--- src/design/token_bucket_fairness_policer_core_assert.svh ---
// Assertion macros shared by the policer RTL.
// No dependencies; taken in by `include in the modules that assert.
`ifndef TOKEN_BUCKET_FAIRNESS_POLICER_CORE_ASSERT_SVH
`define TOKEN_BUCKET_FAIRNESS_POLICER_CORE_ASSERT_SVH

// same-cycle implication, disabled while in reset
`define TBFP_ASSERT_IMPL(label, clk, rst_n, ante, cons, msg) \
	label: assert property (@(posedge clk) disable iff (!rst_n) (ante) |-> (cons)) \
		else $error(msg);

// next-cycle implication, disabled while in reset
`define TBFP_ASSERT_NEXT(label, clk, rst_n, ante, cons, msg) \
	label: assert property (@(posedge clk) disable iff (!rst_n) (ante) |=> (cons)) \
		else $error(msg);

`endif

--- src/design/tbfp_pkg.sv ---
// Package for the token bucket fairness policer: widths, codes, state and
// command types. No dependencies.
`timescale 1ns / 1ps

package tbfp_pkg;

	localparam int NUM_FLOWS = 64;
	localparam int FLOW_AW   = (NUM_FLOWS > 1) ? $clog2(NUM_FLOWS) : 1;

	localparam int FLOW_W     = 6;
	localparam int TICK_W     = 32;
	localparam int BYTES_W    = 14;
	localparam int RATE_W     = 32;
	localparam int CAP_W      = 24;
	localparam int FAIR_W     = 17;
	localparam int FRAC_W     = 16;
	localparam int LEVEL_W    = CAP_W + FRAC_W;
	localparam int GAIN_W     = TICK_W + RATE_W;
	localparam int CFG_IDX_W  = 2;
	localparam int CFG_DATA_W = 17;

	localparam logic [FAIR_W-1:0] FAIR_ONE = 17'h10000;

	localparam logic [FAIR_W-1:0] THRESHOLD_RST  = 17'd13107;
	localparam logic [FAIR_W-1:0] GREEN_STEP_RST = 17'd66;
	localparam logic [FAIR_W-1:0] RED_STEP_RST   = 17'd655;
	localparam logic [FAIR_W-1:0] FAIR_START_RST = 17'd0;

	localparam logic ACTION_LOAD   = 1'b0;
	localparam logic ACTION_PACKET = 1'b1;

	typedef enum logic [1:0] {
		VERDICT_DROP   = 2'd0,
		VERDICT_GREEN  = 2'd1,
		VERDICT_RED    = 2'd2,
		VERDICT_LOADED = 2'd3
	} verdict_t;

	typedef enum logic [CFG_IDX_W-1:0] {
		CFG_THRESHOLD  = 2'd0,
		CFG_GREEN_STEP = 2'd1,
		CFG_RED_STEP   = 2'd2,
		CFG_FAIR_START = 2'd3
	} cfg_idx_t;

	typedef struct packed {
		logic [FAIR_W-1:0] threshold;
		logic [FAIR_W-1:0] green_step;
		logic [FAIR_W-1:0] red_step;
		logic [FAIR_W-1:0] fair_start;
	} cfg_t;

	typedef struct packed {
		logic [LEVEL_W-1:0] level;
		logic [TICK_W-1:0]  last_tick;
		logic [FAIR_W-1:0]  fairness;
		logic [RATE_W-1:0]  rate;
		logic [CAP_W-1:0]   capacity;
	} flow_entry_t;

	typedef enum logic [2:0] {
		ST_IDLE,
		ST_READ,
		ST_MUL,
		ST_ACCRUE,
		ST_UPDATE
	} state_t;

	typedef struct packed {
		logic capture;
		logic rd;
		logic mul;
		logic accrue;
		logic commit;
	} dp_cmd_t;

	typedef struct packed {
		logic out_free;
	} dp_status_t;

endpackage

--- src/design/tbfp_cfg.sv ---
// Configuration registers of the policer, written through a plain write port.
// Depends on tbfp_pkg.
`timescale 1ns / 1ps

module tbfp_cfg (
	input  logic                               clk,
	input  logic                               arst_n,
	input  logic                               cfg_we,
	input  logic [tbfp_pkg::CFG_IDX_W-1:0]     cfg_index,
	input  logic [tbfp_pkg::CFG_DATA_W-1:0]    cfg_wdata,
	output tbfp_pkg::cfg_t                     cfg
);
	import tbfp_pkg::*;

	cfg_t cfg_q;

	always_ff @(posedge clk or negedge arst_n) begin
		if (!arst_n) begin
			cfg_q.threshold  <= THRESHOLD_RST;
			cfg_q.green_step <= GREEN_STEP_RST;
			cfg_q.red_step   <= RED_STEP_RST;
			cfg_q.fair_start <= FAIR_START_RST;
		end else if (cfg_we) begin
			case (cfg_idx_t'(cfg_index))
				CFG_THRESHOLD:  cfg_q.threshold  <= FAIR_W'(cfg_wdata);
				CFG_GREEN_STEP: cfg_q.green_step <= FAIR_W'(cfg_wdata);
				CFG_RED_STEP:   cfg_q.red_step   <= FAIR_W'(cfg_wdata);
				CFG_FAIR_START: cfg_q.fair_start <= FAIR_W'(cfg_wdata);
				default: ;
			endcase
		end
	end

	assign cfg = cfg_q;

endmodule

--- config.mk ---
export PLATFORM = sky130hd
export DESIGN_NAME = tbfp_cfg
export DESIGN_NICKNAME = d
export VERILOG_FILES = /design/src/design/token_bucket_fairness_policer_core_assert.svh /design/src/design/tbfp_pkg.sv /design/src/design/tbfp_cfg.sv
export SDC_FILE = /design/constraint.sdc
export NUM_CORES = 1
export LEC_CHECK = 0
export ABC_AREA = 1
export BUFFER_PORTS_ARGS = -buffer_cell sky130_fd_sc_hd__buf_2
export CAP_MARGIN = 40
export CORE_MARGIN = 10
export CORE_UTILIZATION = 33
export DETAILED_ROUTE_END_ITERATION = 10
export GPL_TIMING_DRIVEN = 0
export PLACE_DENSITY = 0.63
export SLEW_MARGIN = 20
export SYNTH_ARGS = -nofsm -noshare
export SYNTH_HDL_FRONTEND = slang
export SYNTH_SLANG_ARGS = --single-unit
--- constraint.sdc ---
create_clock -name clk -period 0.8 [get_ports clk]
set_input_delay 0.16 -clock clk [delete_from_list [all_inputs] [get_ports clk]]
set_output_delay 0.16 -clock clk [all_outputs]
set_load 0.005 [all_outputs]
==> out/summary.log <==
[clock_tree] worst-skew pair later-pin latency 0.34 ns
[worst_setup_path] master of the slowest instance on the critical path sky130_fd_sc_hd__dfstp_2
[floorplan] row count 33
[worst_setup_path] critical path depth in cells 1
[floorplan] starting density of the core 34.4%
[worst_setup_path] reg-to-reg endpoint cfg[21]
[worst_setup_path] Buffers & Inverters on Critical Path 1
[sta] transition time at the pin with the least slew margin 0.386 ns
[global_route] initial antenna violation count 0
[worst_setup_path] category of the most critical setup path reg2out
[sta] headroom to the max-slew limit 74.3%
[sta] smallest hold slack -0.263 ns
[placement] number of port buffers 88
[worst_setup_path] delay-heaviest family, CP flip-flops
[worst_setup_path] worst path arrival time 0.99 ns
[floorplan] die area 12800 um^2
[global_route] GRT overflow 0
[floorplan] Ports 90
[placement] Routability Congestion 0.760
[worst_setup_path] CP Cell Sequence buf_6
[sta] final critical delay including setup and external delays 1.15 ns
[layout] utilization after layout 47.7%
[worst_setup_path] reg-to-reg setup timing slack -0.02 ns
[global_route] met1 routing resource usage after global routing 17.3%
[synthesis] leading register cell type out of synthesis sky130_fd_sc_hd__dfrtp_1
[sta] Setup Viol. Count Final 70
[clock_tree] maximum clock insertion buffer count 2
[synthesis] top cell types by occurrence after synthesis sky130_fd_sc_hd__nand2_1, sky130_fd_sc_hd__dfrtp_1, sky130_fd_sc_hd__nand4_1
[status] run status complete, but fails checks
[global_route] most used routing layer in global routing met2
[synthesis] register area share after synthesis 60.0%
[floorplan] die width 113 um
[synthesis] number of library cell types mapped by synthesis 14
[synthesis] number of register bits inferred by synthesis 68
[layout] final-layout fill cell count 820
[detailed_routing] ratio of routed vias to standard cells 4.83
[sta] portion of the clock cycle consumed by the worst path in the final layout 144%
[hold_path] HP Class in2async
[global_route] overall fraction of global-route tracks in use 13.8%
[layout] Diodes inserted 0
[worst_setup_path] depth of the worst register-to-register path 4
[layout] share of cells above drive strength 1 41.7%
[synthesis] FFs w/ async S/R, synth 100%
[layout] Layout Nets 451
[placement] Post-Place Cells 496
[synthesis] top-count cell post-synth sky130_fd_sc_hd__nand2_1
[clock_tree] H-Tree Depth 3
[placement] half-perimeter wire length of the detailed placement result 6.45 mm
[synthesis] synthesized instance count 302
[global_route] met3 demand-to-capacity share in global routing 4.70%
[detailed_routing] detailed-route wire length 8.76 mm
[sta] hold violation count in the final report 26
[clock_tree] sinks on the clock net 68
[worst_setup_path] WP data required 0.64 ns
[worst_setup_path] Worst setup endpoint cfg[63]
[flow_run] count of max-cap constraint violations 0
[status] violations in the final reports negative hold slack, negative setup slack
[synthesis] biggest area contributors in the synthesized netlist sky130_fd_sc_hd__dfrtp_1, sky130_fd_sc_hd__nand2_1, sky130_fd_sc_hd__dfstp_2
[worst_setup_path] critical path fanouts, max 2
[synthesis] Yosys top cell by area sky130_fd_sc_hd__dfrtp_1
[worst_setup_path] worst stage delay on the critical path 0.55 ns
[sta] Layout Skew 0 ns
[layout] Layout area overhead 38.8%
[detailed_routing] post-route DRC violation count 0
[detailed_routing] number of nets with antenna violations after routing 0
[synthesis] proportion of netlist area held by the largest area contributor 45.4%
[clock_tree] CTS buffer count 9
[placement] total cell area at the placement stage 3490 um^2
[worst_setup_path] Critical Path Source cfg[63]
[power] standby leakage power 2.18 nW
[synthesis] count of flip-flops with a built-in enable after synthesis 0
[detailed_routing] number of search-and-repair iterations in the first detailed-routing pass 4
[synthesis] Synth Cell Area 2870 um^2
[clock_tree] Clock Root Buffer sky130_fd_sc_hd__clkbuf_8
[sta] least setup slack across all paths after layout -0.352 ns
[layout] Largest register FFs 68
[detailed_routing] post-DR wirelength/cell 16.3 um
[power] power density over the cells 2260 nW/um^2
[detailed_routing] DR vias 2603
[clock_tree] clock-pin slew on the worst setup and hold paths 0.08 ns
[sta] pins over their slew limit 0
[global_route] Global Route met2 Usage 21.0%
[power] peak supply drop 0.000827 V
[global_route] via count of the first global-routing pass 2652
[clock_tree] TritonCTS clock tree done
[synthesis] syn nets 324
[synthesis] count of yosys warnings during synthesis 0
[global_route] pin count of the biggest net entering global routing 41
[sta] setup repair after global routing missed its margin true
[worst_setup_path] reg-to-reg critical path startpoint cfg[21]
[layout] non-filler cells, final 539
[floorplan] die outline height 113 um
[layout] final non-filler cell area 3980 um^2
[synthesis] mean instance size in the synthesized netlist 9.50 um^2
[floorplan] Floorplan Core Area 8340 um^2
[detailed_routing] number of DRC markers after the initial detailed-route iteration 140
[worst_setup_path] type of element launching the critical path flop
[sta] Fmax achieved 868 MHz
[worst_setup_path] crit end category output port
[global_route] wire length of the first global-routing pass 14.2 mm
per-stage QoR:
| step | setup WS [ns] | total power, mW | hold slack [ns] | setup TNS [ns] |
|---|---|---|---|---|
| 2_1_floorplan | -0.0547 | 5.15 | -0.136 | -0.402 |
| 3_3_place_gp | -0.741 | 6.10 | 0.435 | -58.31 |
| 3_5_place_dp | -0.334 | 6.15 | 0.116 | -13.62 |
| 4_1_cts | -0.367 | 8.89 | -0.259 | -17.38 |
| 5_1_grt | -0.387 | 9.57 | -0.241 | -18.97 |
| 6_report | -0.352 | 9.00 | -0.263 | -16.40 |
worst min-delay path by stage:
stage | from | slack, ns | to | cells past startpoint
global placement | cfg_wdata[12] | 0.43 | cfg[63] | 3
floorplan | arst_n | -0.14 | cfg[0] | 0
CTS | arst_n | -0.26 | cfg[61] | 1
detailed placement | arst_n | 0.12 | cfg[2] | 1
finish | arst_n | -0.26 | cfg[61] | 1
global route | arst_n | -0.24 | cfg[61] | 1
placed cells by master (no fill, tap or decap), types with 3 or more instances in the layout:
| cell type | synthesis | routed |
|---|---|---|
| sky130_fd_sc_hd__buf_4 | 5 | 26 |
| sky130_fd_sc_hd__clkbuf_8 | 0 | 10 |
| sky130_fd_sc_hd__dfstp_2 | 16 | 16 |
| sky130_fd_sc_hd__nand2_1 | 136 | 130 |
| sky130_fd_sc_hd__nand3_1 | 17 | 17 |
| sky130_fd_sc_hd__nand4_1 | 51 | 51 |
| sky130_fd_sc_hd__buf_2 | 11 | 84 |
| sky130_fd_sc_hd__nand2_2 | 0 | 5 |
| sky130_fd_sc_hd__dfrtp_1 | 52 | 52 |
| sky130_fd_sc_hd__buf_6 | 5 | 25 |
| sky130_fd_sc_hd__clkinv_2 | 0 | 3 |
| sky130_fd_sc_hd__clkbuf_1 | 2 | 3 |
layer usage:
layer	vias up	part of all wire (%)
met5	-	0
met4	0	2.2
met3	15	7.9
met2	75	47
met1	1245	43
li1	1268	-
logic make-up after synthesis:
logic type    Yosys count  synth area share [%]
simple gates          209                  34.3
flops                  68                  60.0
buf+inv                25                  5.71
cell type report:
cell class                 instances  area [um^2]  area share [%]
buffer                            23          181            4.56
clock buffer                      13          149            3.74
clock inverter                     3         15.0           0.377
inverter                           2         7.51           0.189
multi-input combinational        209         1010            25.4
sequential                        68         1720            43.2
tap                              105          131            3.30
timing repair buffer             116          766            19.2
power breakdown:
group / internal (mW) / leakage [nW] / switching (mW)
sequential: 4.08 / 0.816 / 0.307
combinational: 1.13 / 1.28 / 1.04
clock: 1.20 / 0.0872 / 1.24
what timing repair did:
item	in CTS	in global routing
pin swaps	0	4
gates resized for setup	8	21
endpoints found under the hold margin	26	26
buffers inserted	15	12
setup endpoints to repair	68	89
(Power assumes the default switching activity.)
