==> src/design/token_bucket_fairness_policer_core_assert.svh <==
// Assertion macros shared by the policer RTL.
// No dependencies; taken in by `include in the modules that assert.
`ifndef TOKEN_BUCKET_FAIRNESS_POLICER_CORE_ASSERT_SVH
`define TOKEN_BUCKET_FAIRNESS_POLICER_CORE_ASSERT_SVH

// same-cycle implication, disabled while in reset
`define TBFP_ASSERT_IMPL(label, clk, rst_n, ante, cons, msg) \
	label: assert property (@(posedge clk) disable iff (!rst_n) (ante) |-> (cons)) \
		else $error(msg);

// next-cycle implication, disabled while in reset
`define TBFP_ASSERT_NEXT(label, clk, rst_n, ante, cons, msg) \
	label: assert property (@(posedge clk) disable iff (!rst_n) (ante) |=> (cons)) \
		else $error(msg);

`endif

==> src/design/tbfp_pkg.sv <==
// Package for the token bucket fairness policer: widths, codes, state and
// command types. No dependencies.
`timescale 1ns / 1ps

package tbfp_pkg;

	localparam int NUM_FLOWS = 64;
	localparam int FLOW_AW   = (NUM_FLOWS > 1) ? $clog2(NUM_FLOWS) : 1;

	localparam int FLOW_W     = 6;
	localparam int TICK_W     = 32;
	localparam int BYTES_W    = 14;
	localparam int RATE_W     = 32;
	localparam int CAP_W      = 24;
	localparam int FAIR_W     = 17;
	localparam int FRAC_W     = 16;
	localparam int LEVEL_W    = CAP_W + FRAC_W;
	localparam int GAIN_W     = TICK_W + RATE_W;
	localparam int CFG_IDX_W  = 2;
	localparam int CFG_DATA_W = 17;

	localparam logic [FAIR_W-1:0] FAIR_ONE = 17'h10000;

	localparam logic [FAIR_W-1:0] THRESHOLD_RST  = 17'd13107;
	localparam logic [FAIR_W-1:0] GREEN_STEP_RST = 17'd66;
	localparam logic [FAIR_W-1:0] RED_STEP_RST   = 17'd655;
	localparam logic [FAIR_W-1:0] FAIR_START_RST = 17'd0;

	localparam logic ACTION_LOAD   = 1'b0;
	localparam logic ACTION_PACKET = 1'b1;

	typedef enum logic [1:0] {
		VERDICT_DROP   = 2'd0,
		VERDICT_GREEN  = 2'd1,
		VERDICT_RED    = 2'd2,
		VERDICT_LOADED = 2'd3
	} verdict_t;

	typedef enum logic [CFG_IDX_W-1:0] {
		CFG_THRESHOLD  = 2'd0,
		CFG_GREEN_STEP = 2'd1,
		CFG_RED_STEP   = 2'd2,
		CFG_FAIR_START = 2'd3
	} cfg_idx_t;

	typedef struct packed {
		logic [FAIR_W-1:0] threshold;
		logic [FAIR_W-1:0] green_step;
		logic [FAIR_W-1:0] red_step;
		logic [FAIR_W-1:0] fair_start;
	} cfg_t;

	typedef struct packed {
		logic [LEVEL_W-1:0] level;
		logic [TICK_W-1:0]  last_tick;
		logic [FAIR_W-1:0]  fairness;
		logic [RATE_W-1:0]  rate;
		logic [CAP_W-1:0]   capacity;
	} flow_entry_t;

	typedef enum logic [2:0] {
		ST_IDLE,
		ST_READ,
		ST_MUL,
		ST_ACCRUE,
		ST_UPDATE
	} state_t;

	typedef struct packed {
		logic capture;
		logic rd;
		logic mul;
		logic accrue;
		logic commit;
	} dp_cmd_t;

	typedef struct packed {
		logic out_free;
	} dp_status_t;

endpackage

==> src/design/tbfp_ctrl.sv <==
// Sequencing state machine of the policer: read, multiply, accrue, update.
// Depends on tbfp_pkg and token_bucket_fairness_policer_core_assert.svh.
`timescale 1ns / 1ps

`include "token_bucket_fairness_policer_core_assert.svh"

module tbfp_ctrl (
	input  logic                 clk,
	input  logic                 arst_n,
	input  logic                 in_valid,
	output logic                 in_ready,
	input  tbfp_pkg::dp_status_t status,
	output tbfp_pkg::dp_cmd_t    cmd
);
	import tbfp_pkg::*;

	state_t state_q;
	state_t state_nxt;

	always_ff @(posedge clk or negedge arst_n) begin
		if (!arst_n) begin
			state_q <= ST_IDLE;
		end else begin
			state_q <= state_nxt;
		end
	end

	always_comb begin
		state_nxt = state_q;
		case (state_q)
			ST_IDLE:   if (in_valid) state_nxt = ST_READ;
			ST_READ:   state_nxt = ST_MUL;
			ST_MUL:    state_nxt = ST_ACCRUE;
			ST_ACCRUE: state_nxt = ST_UPDATE;
			ST_UPDATE: if (status.out_free) state_nxt = ST_IDLE;
			default:   state_nxt = ST_IDLE;
		endcase
	end

	always_comb begin
		in_ready    = 1'b0;
		cmd         = '0;
		case (state_q)
			ST_IDLE: begin
				in_ready    = 1'b1;
				cmd.capture = in_valid;
			end
			ST_READ:   cmd.rd = 1'b1;
			ST_MUL:    cmd.mul = 1'b1;
			ST_ACCRUE: cmd.accrue = 1'b1;
			ST_UPDATE: cmd.commit = status.out_free;
			default: ;
		endcase
	end

	`TBFP_ASSERT_NEXT(a_capture_reads, clk, arst_n, cmd.capture, state_q == ST_READ, "accepted word did not start a table read")
	`TBFP_ASSERT_NEXT(a_update_holds, clk, arst_n, (state_q == ST_UPDATE) && !status.out_free, (state_q == ST_UPDATE) && !cmd.capture, "update left while result register was full")
	`TBFP_ASSERT_NEXT(a_commit_idles, clk, arst_n, cmd.commit, (state_q == ST_IDLE) && in_ready, "no return to idle after commit")

endmodule

==> config.mk <==
export PLATFORM = sky130hd
export DESIGN_NAME = tbfp_ctrl
export DESIGN_NICKNAME = d
export VERILOG_FILES = /design/src/design/tbfp_pkg.sv /design/src/design/tbfp_ctrl.sv
export VERILOG_INCLUDE_DIRS = /design/src /design/src/design
export SDC_FILE = /design/constraint.sdc
export NUM_CORES = 1
export LEC_CHECK = 0
export ABC_AREA = 1
export BUFFER_PORTS_ARGS = -buffer_cell sky130_fd_sc_hd__buf_4
export CAP_MARGIN = 20
export CORE_AREA = 4 4 41 43
export DETAILED_ROUTE_END_ITERATION = 8
export DIE_AREA = 0 0 45 47
export HOLD_SLACK_MARGIN = 0.05
export PLACE_DENSITY = 0.42
export REMOVE_ABC_BUFFERS = 1
export SYNTH_ARGS = -nofsm -noshare
export SYNTH_HDL_FRONTEND = slang
export SYNTH_SLANG_ARGS = --single-unit
==> constraint.sdc <==
create_clock -name clk -period 1.6 [get_ports clk]
set_input_delay 0.16 -clock clk [delete_from_list [all_inputs] [get_ports clk]]
set_output_delay 0.16 -clock clk [all_outputs]
set_load 0.005 [all_outputs]
==> results_dict.tcl, run 1 <==
set metrics [dict create \
    finalWeightedCongestion 0.6796 \
    cts_root_buf "clkbuf_4" \
    cp.required_ps 1440 \
    wl_per_cell_um 7.698 \
    p_leak_nw 0.1634 \
    hp-class "input port to asynchronous set/reset pin" \
    die-area_mm2 0.002115 \
    core.rowCount 13 \
    first_pass_iters 2 \
    synth_top_area_share_pct 40.54 \
    place_hpwl_um 344.5 \
    top_register "state_q" \
    post_cts_buffers 0 \
    max_stage_delay_ps 390 \
    fin_setup_tns_ps 0 \
    yosysSeqAreaShare_pct 40.54 \
    r2r-end "state_q[0]" \
    worstPathBufferInverterCount 1 \
    area_delta_synth_final_pct 62.16 \
    grt_pass1_wl_um 683 \
    rsz0062_at_grt "false" \
    outcome "complete, no violations" \
    endpoint_kind "output pin" \
    synth_area_leaders "dfrtp_1 (41%), inv_1 (10%), nor2_1 (10%)" \
    syn_avg_cell_area_um2 7.407 \
    synth_warnings 0 \
    wirelength_um 408 \
    synth_top_area_cell "dfrtp_1" \
    cts_buffers 3 \
    layout_min_cycle_time_ps 1295 \
    ir_drop_v 0.0005179 \
    vias 194 \
    crit_family "flip-flops" \
    crit_fanout 5 \
    arrival_ps 1130 \
    crit_type "register to output pin" \
    diodes 0 \
    cts_resized 0 \
    grt_pass1_vias 197 \
    placedCellCount 48 \
    reg2reg_setup_slack_ps 660 \
    die_x_um 45 \
    clock_sinks 3 \
    core-area_mm2 0.001301 \
    fin_cells 53 \
    finalSetupViolations 0 \
    grt_usage_pct 4.909 \
    synth_cells 25 \
    overflow 0 \
    fillers 167 \
    final_common_cell "buf_4" \
    r2r_start "state_q[1]" \
    initial_core_util_pct 14.23 \
    final_nets 43 \
    cts.clk_slew.worst_paths_ps 40 \
    ant_nets 0 \
    reg2reg_depth 4 \
    ctsLongestPathBuffers 2 \
    drt_iter0_markers 2 \
    fp.dieH_um 47 \
    synth-seq-cells 3 \
    ioPinCount 10 \
    final.setup_skew_ps 1.013 \
    slowest_stage "dfrtp_1" \
    reg_top3 "state_q (3)" \
    setup_ws_ps 305.0 \
    cts_tree "yes" \
    powerDensity_mw_per_mm2 2038 \
    place_ws_ps 538.7 \
    path_cells "or2_4 -> nor3_2 -> buf_4" \
    final_util_pct 23.08 \
    syn-cell-area_um2 185.2 \
    io_buffers 9 \
    critPathLaunchType "register" \
    clk_latency_ps 230 \
    cts_max_level 1 \
    drive_gt1_share_pct 42.11 \
    finalCritPeriodShare_pct 80.93 \
    grt_max_degree 6 \
    max_slew.worst_pin.slew_ps 176.8 \
    slew_headroom_pct 88.17 \
    synth_cell_types 11 \
    antenna_found_initial 0 \
    vias_per_cell 3.660 \
    hold_viol 0 \
    maxSlewViolCount 0 \
    maxCapViolations 0 \
    largest_register_ffs 3 \
    route.detailed.drc 0 \
    final_cell_mix "buf_4 (9), inv_1 (5), nor2_1 (5)" \
    fmax_mhz 772.2 \
]
## cell families after synthesis
family / after synthesis / synth area share [%]
flip-flops: 3 / 40.54
AO/OA/AOI/OAI: 2 / 7.431
AND/OR/NAND/NOR: 14 / 37.84
buffers and inverters: 6 / 14.19
## worst max-delay path by stage
stage | startpoint | endpoint | cells after the start | slack [ps]
6_report | state_q[0] | cmd[4] | 3 | 310
5_1_grt | state_q[0] | cmd[4] | 3 | 210
4_1_cts | state_q[0] | cmd[4] | 3 | 290
3_5_place_dp | state_q[0] | cmd[4] | 3 | 540
3_3_place_gp | state_q[0] | cmd[4] | 3 | 540
2_1_floorplan | state_q[0] | cmd[4] | 2 | 660
## cells in the mapped netlist (all sizes together)
cell type and number:
nand2 3, nor3 1, buf 1, nor2 6, dfrtp 3, nand3 3, inv 5, o21ai 2
or2 1
## worst register-to-register path, delay by kind of cell (launching register included)
| family | cells | cell delay, ps |
|---|---|---|
| DFF | 1 | 410 |
| and+or+nand+nor | 4 | 430 |
## through the flow
stage / instance area (um^2) / hold WS (ps) / power, mW
CTS: 300.3 / 244.1 / 0.6312
global placement: 264.0 / -48.32 / 0.4939
finish: 300.3 / 252.4 / 0.6119
global route: 300.3 / 272.5 / 0.6673
detailed placement: 264.0 / -48.06 / 0.4920
floorplan: 177.7 / -135.6 / 0.3467
## power by group
group / internal, mW / switching [mW] / leakage, nW / total (mW)
Clock: 0.0933 / 0.0364 / 0.0150 / 0.130
Combinational: 0.168 / 0.158 / 0.111 / 0.327
Sequential: 0.116 / 0.0397 / 0.0378 / 0.156
Total: 0.378 / 0.234 / 0.163 / 0.612
## layer usage
layer	GRT usage, %	routed length [um]	part of all wire (%)
met5	0	0	0
met4	7.018	0	0
met3	1.149	37	9.1
met2	6.780	211	52
met1	5.263	158	39
## area by class of cell
type	instances	area [um^2]	area share, %
Multi-Input combinational cell	16	83.83	27.92
Timing Repair Buffer	10	77.57	25.83
Sequential cell	3	75.07	25.00
Clock buffer	4	26.28	8.750
Inverter	5	18.77	6.250
Tap cell	15	18.77	6.250
## timing repair
action / 4_1_cts / 5_1_grt
hold buffers: 1 / 0
hold endpoints to repair: 3 / 0
endpoints found under the setup margin: 0 / 0
No activity file was read; power rests on OpenSTA's default activity.
==> inputs of run 2 (changes only) <==
- clock period: 1.6 -> 1.3 ns (I/O delays scaled with it)
==> run 2 against run 1 <==
  * Utilization rose by 1.5 points
  * Hold slack got worse by 34 ps
  * Power rose by 38%
  * Combinational power rose by 47%
  * First-iteration DRC count rose by 100%
  * Routed wire length rose by 7.8%
  * Critical path type unchanged
  * Largest cell class is now non-clock buffers
  * Clock-buffer cell count did not move
  * Clock skew rose by 1.5 ps
  * Die area did not move
  * Flip-flop and latch count did not move
  * Non-clock buffer count rose by 2
==> results_dict.tcl, run 2 (same netlist as run 1, synthesis figures left out) <==
set metrics [dict create \
    crit_fanout 5 \
    core-area_mm2 0.001301 \
    arrival_ps 1140 \
    slowest_stage "dfrtp_1" \
    internal_power_mw 0.5233 \
    initial_core_util_pct 14.23 \
    drive_gt1_share_pct 52.50 \
    maxSlewViolCount 0 \
    hold_viol 0 \
    overflow 0 \
    finalSetupViolations 0 \
    outcome "complete, no violations" \
    finalCritPeriodShare_pct 97.74 \
    ctsLongestPathBuffers 2 \
    clock_sinks 3 \
    final_common_cell "buf_4" \
    finalWeightedCongestion 0.6804 \
    final_util_pct 24.62 \
    power.total_mw 0.8430 \
    vias_per_cell 3.545 \
    slew_headroom_pct 88.21 \
    cts_buffers 3 \
    cts_root_buf "clkbuf_4" \
    cts_tree "yes" \
    route.detailed.drc 0 \
    grt_pass1_wl_um 724 \
    io_buffers 9 \
    swShare_pct 37.93 \
    grt_usage_pct 5.146 \
    powerDensity_mw_per_mm2 2632 \
    drt_iter0_markers 4 \
    antenna_found_initial 0 \
    p_leak_nw 0.1727 \
    layout_min_cycle_time_ps 1271 \
    wirelength_um 440 \
    die-area_mm2 0.002115 \
    setup_ws_ps 29.32 \
    largest_register_ffs 3 \
    max_slew.worst_pin.slew_ps 176.8 \
    wl_per_cell_um 8.000 \
    clk_latency_ps 230 \
    reg_top3 "state_q (3)" \
    fp.dieH_um 47 \
    cp.required_ps 1170 \
    fmax_mhz 787.0 \
    hold_slack_ps 218.5 \
    first_pass_iters 2 \
    seq_power_share_pct 23.4 \
    place_ws_ps 263.8 \
    grt_max_degree 6 \
    hp-class "input port to asynchronous set/reset pin" \
    grt_pass1_vias 198 \
    pwr-share-clk_pct 19.4 \
    final_nets 45 \
    ir_drop_v 0.0007492 \
    core.rowCount 13 \
    die_x_um 45 \
    area_delta_synth_final_pct 72.97 \
    critPathLaunchType "register" \
    max_stage_delay_ps 390 \
    vias 195 \
    path_cells "or2_4 -> nor3_2 -> buf_4" \
    ioPinCount 10 \
    ant_nets 0 \
    cts.clk_slew.worst_paths_ps 40 \
    cts_max_level 1 \
    final_cell_mix "buf_4 (11), inv_1 (4)" \
    diodes 0 \
    fin_setup_tns_ps 0 \
    final.setup_skew_ps 2.475 \
    p_switching_mw 0.3197 \
    maxCapViolations 0 \
    top_register "state_q" \
    place_hpwl_um 344.2 \
    p_comb_share_pct 57.2 \
    endpoint_kind "output pin" \
    crit_type "register to output pin" \
    rsz0062_at_grt "true" \
]
run 2: cell types whose count changed in the layout (fill, tap and decap cells not counted), sizes merged:
cell / before / now
buf: 9 / 11
run 2: critical path, delay by kind of cell, from the launching register on:
family / cells / cell delay (ps)
flip-flops: 1 / 390
AND/OR/NAND/NOR: 2 / 390
buffers and inverters: 1 / 130
run 2: worst paths after layout:
path,start,endpoint,slack (ps),depth (start not counted)
setup reg to reg,state_q[2],state_q[1],310,3
hold reg to reg,state_q[2],state_q[2],610,2
setup / recovery,state_q[2],cmd[4],30,3
min in group clk,status,state_q[2],240,4
max in group asynchronous,arst_n,state_q[1],990,2
hold / removal,arst_n,state_q[0],220,2
run 2: layout make-up:
cell class | count | area (um^2)
repair buffers | 12 | 92.59
flip-flops and latches | 3 | 75.07
clock buffers | 4 | 26.28
inverters | 5 | 18.77
fillers | 165 | 980.9
multi-input cells | 16 | 88.84
well taps | 15 | 18.77
run 2: layer usage:
metal  global-route usage (%)  share of wire [%]  up-vias
met5                        0                  0        -
met4                    5.263                  0        0
met3                    2.682                9.8        0
met2                    6.780                 49        5
met1                    5.721                 41       84
li1                         -                  -      106
run 2: timing repair:
action / in CTS / in global routing
resized for setup: 0 / 3
hold buffers: 1 / 0
setup endpoints to repair: 0 / 4
endpoints found under the hold margin: 3 / 0
buffers inserted: 0 / 2
run 2: power by group through the flow:
stage	registers, mW	clock network [mW]	logic [mW]
2_1_floorplan	0.182	0	0.245
3_3_place_gp	0.191	0	0.418
3_5_place_dp	0.191	0	0.415
4_1_cts	0.190	0.176	0.418
5_1_grt	0.207	0.180	0.551
6_report	0.197	0.164	0.482
run 2: through the flow:
stage	cells	area, um^2
floorplan	24	177.7
global placement	48	264.0
detailed placement	48	264.0
CTS	53	300.3
global route	55	320.3
finish	55	320.3
==> inputs of run 3 (changes only) <==
- clock period: 1.3 -> 1.4 ns (I/O delays scaled with it)
==> run 3 against run 2 <==
  * Clock power shrank 10%
  * Global-route usage shrank 0.32 points
  * Die area is the same
  * Largest power group unchanged
  * Utilization shrank 1.5 points
  * Critical path depth is the same
  * Register-to-register slack gained 150 ps
  * Clock skew shrank 2.3 ps
  * Hold slack gained 16 ps
  * Cell area shrank 6.2%
  * First-iteration DRC count is the same
  * Highest routed layer unchanged
  * Flip-flop and latch count is the same
  * Via count grew 1.0%
==> results_dict.tcl, run 3 (same netlist as run 1, synthesis figures left out) <==
set metrics [dict create \
    outcome "complete, no violations" \
    crit_type "register to output pin" \
    hold_viol 0 \
    slew_headroom_pct 88.21 \
    ioPinCount 10 \
    endpoint_kind "output pin" \
    maxSlewViolCount 0 \
    r2r-end "state_q[0]" \
    place_hpwl_um 347.6 \
    top_layer "met3" \
    fmax_mhz 776.7 \
    drive_gt1_share_pct 42.11 \
    reg2reg_depth 4 \
    first_pass_iters 4 \
    vias_per_cell 3.717 \
    fin_setup_tns_ps 0 \
    finalCritPeriodShare_pct 91.97 \
    powerDensity_mw_per_mm2 2324 \
    clock_sinks 3 \
    route.detailed.drc 0 \
    finalSetupViolations 0 \
    max_slew.worst_pin.slew_ps 176.1 \
    reg_top3 "state_q (3)" \
    area_delta_synth_final_pct 62.16 \
    dr_wl_met2_um 223 \
    grt_pass1_vias 185 \
    dr_wl_met3_um 37 \
    cts.clk_slew.worst_paths_ps 30 \
    top_register "state_q" \
    vias 197 \
    overflow 0 \
    finalWeightedCongestion 0.6736 \
    final_nets 43 \
    wirelength_um 412 \
    hp-class "input port to asynchronous set/reset pin" \
    cts_root_buf "clkbuf_4" \
    fp.dieH_um 47 \
    r2r_start "state_q[1]" \
    reg2reg_setup_slack_ps 460 \
    critPathLaunch "state_q[0]" \
    grt_pass1_wl_um 662 \
    die-area_mm2 0.002115 \
    cts_max_level 1 \
    clk_latency_ps 230 \
    ant_nets 0 \
    p_leak_nw 0.1634 \
    wl_met1_um 152 \
    power.total_mw 0.6978 \
    wl_per_cell_um 7.774 \
    core-area_mm2 0.001301 \
    core.rowCount 13 \
    post_cts_buffers 0 \
    die_x_um 45 \
    final_common_cell "buf_4" \
    io_buffers 9 \
    initial_core_util_pct 14.23 \
    drt_iter0_markers 4 \
    rsz0062_at_grt "false" \
    cts_resized 0 \
    grt_usage_pct 4.830 \
    final.setup_skew_ps 0.2064 \
    ctsLongestPathBuffers 2 \
    antenna_found_initial 0 \
    arrival_ps 1150 \
    final_cell_mix "buf_4 (9), inv_1 (5), nor2_1 (5)" \
    largest_register_ffs 3 \
    cts_buffers 3 \
    layout_min_cycle_time_ps 1288 \
    critPathLaunchType "register" \
    ir_drop_v 0.0005719 \
    diodes 0 \
    cts_tree "yes" \
    cp.required_ps 1260 \
    maxCapViolations 0 \
    crit_fanout 5 \
    grt_max_degree 6 \
]
-- run 3: changes by cell type in the layout (fill, tap and decap cells not counted) --
cell,change
nor2_1,+2
buf_4,-2
inv_2,-1
inv_1,+1
nor2_2,-2
-- run 3: layout make-up --
cell class | instances | area, um^2
clock buffers | 4 | 26.28
fillers | 168 | 1001
inverters | 5 | 18.77
multi-input cells | 16 | 83.83
flip-flops and latches | 3 | 75.07
well taps | 15 | 18.77
repair buffers | 10 | 77.57
-- run 3: how the worst max path moves through the flow --
stage	to	slack, ps	cells after the start
4_1_cts	cmd[4]	100	3
3_5_place_dp	cmd[4]	350	3
3_3_place_gp	cmd[4]	350	3
6_report	cmd[4]	110	3
2_1_floorplan	cmd[4]	480	2
5_1_grt	cmd[4]	50	3
-- run 3: stage by stage --
stage	hold WS (ps)	setup slack, ps	std cells	utilization (%)	instance area, um^2
after floorplan	-155.6	483.5	24	-	177.7
after global placement	-68.40	350.0	48	20.29	264.0
after detailed placement	-68.17	353.3	48	20.29	264.0
after CTS	224.9	103.2	53	23.08	300.3
after global routing	252.1	47.23	53	23.08	300.3
final	234.0	112.4	53	23.08	300.3
-- run 3: metal layers --
layer / GRT usage (%) / vias up
met3: 1.149 / 0
met2: 6.780 / 5
li1: - / 101
met5: 0 / -
met1: 5.034 / 91
met4: 7.018 / 0
-- run 3: report_power, final --
part           leakage (nW)  internal, mW  switching [mW]
Sequential           0.0378         0.133          0.0430
Combinational         0.111         0.192           0.182
Clock                0.0150         0.107          0.0409
-- run 3: critical path: stages, from the launching register on --
cell and delay, ps:
dfrtp_1 390, or2_4 290, nor3_2 110, buf_4 130
-- run 3: repair_timing --
| item | CTS | global route |
|---|---|---|
| endpoints found under the setup margin | 0 | 0 |
| hold endpoints to repair | 3 | 0 |
| hold buffers | 1 | 0 |
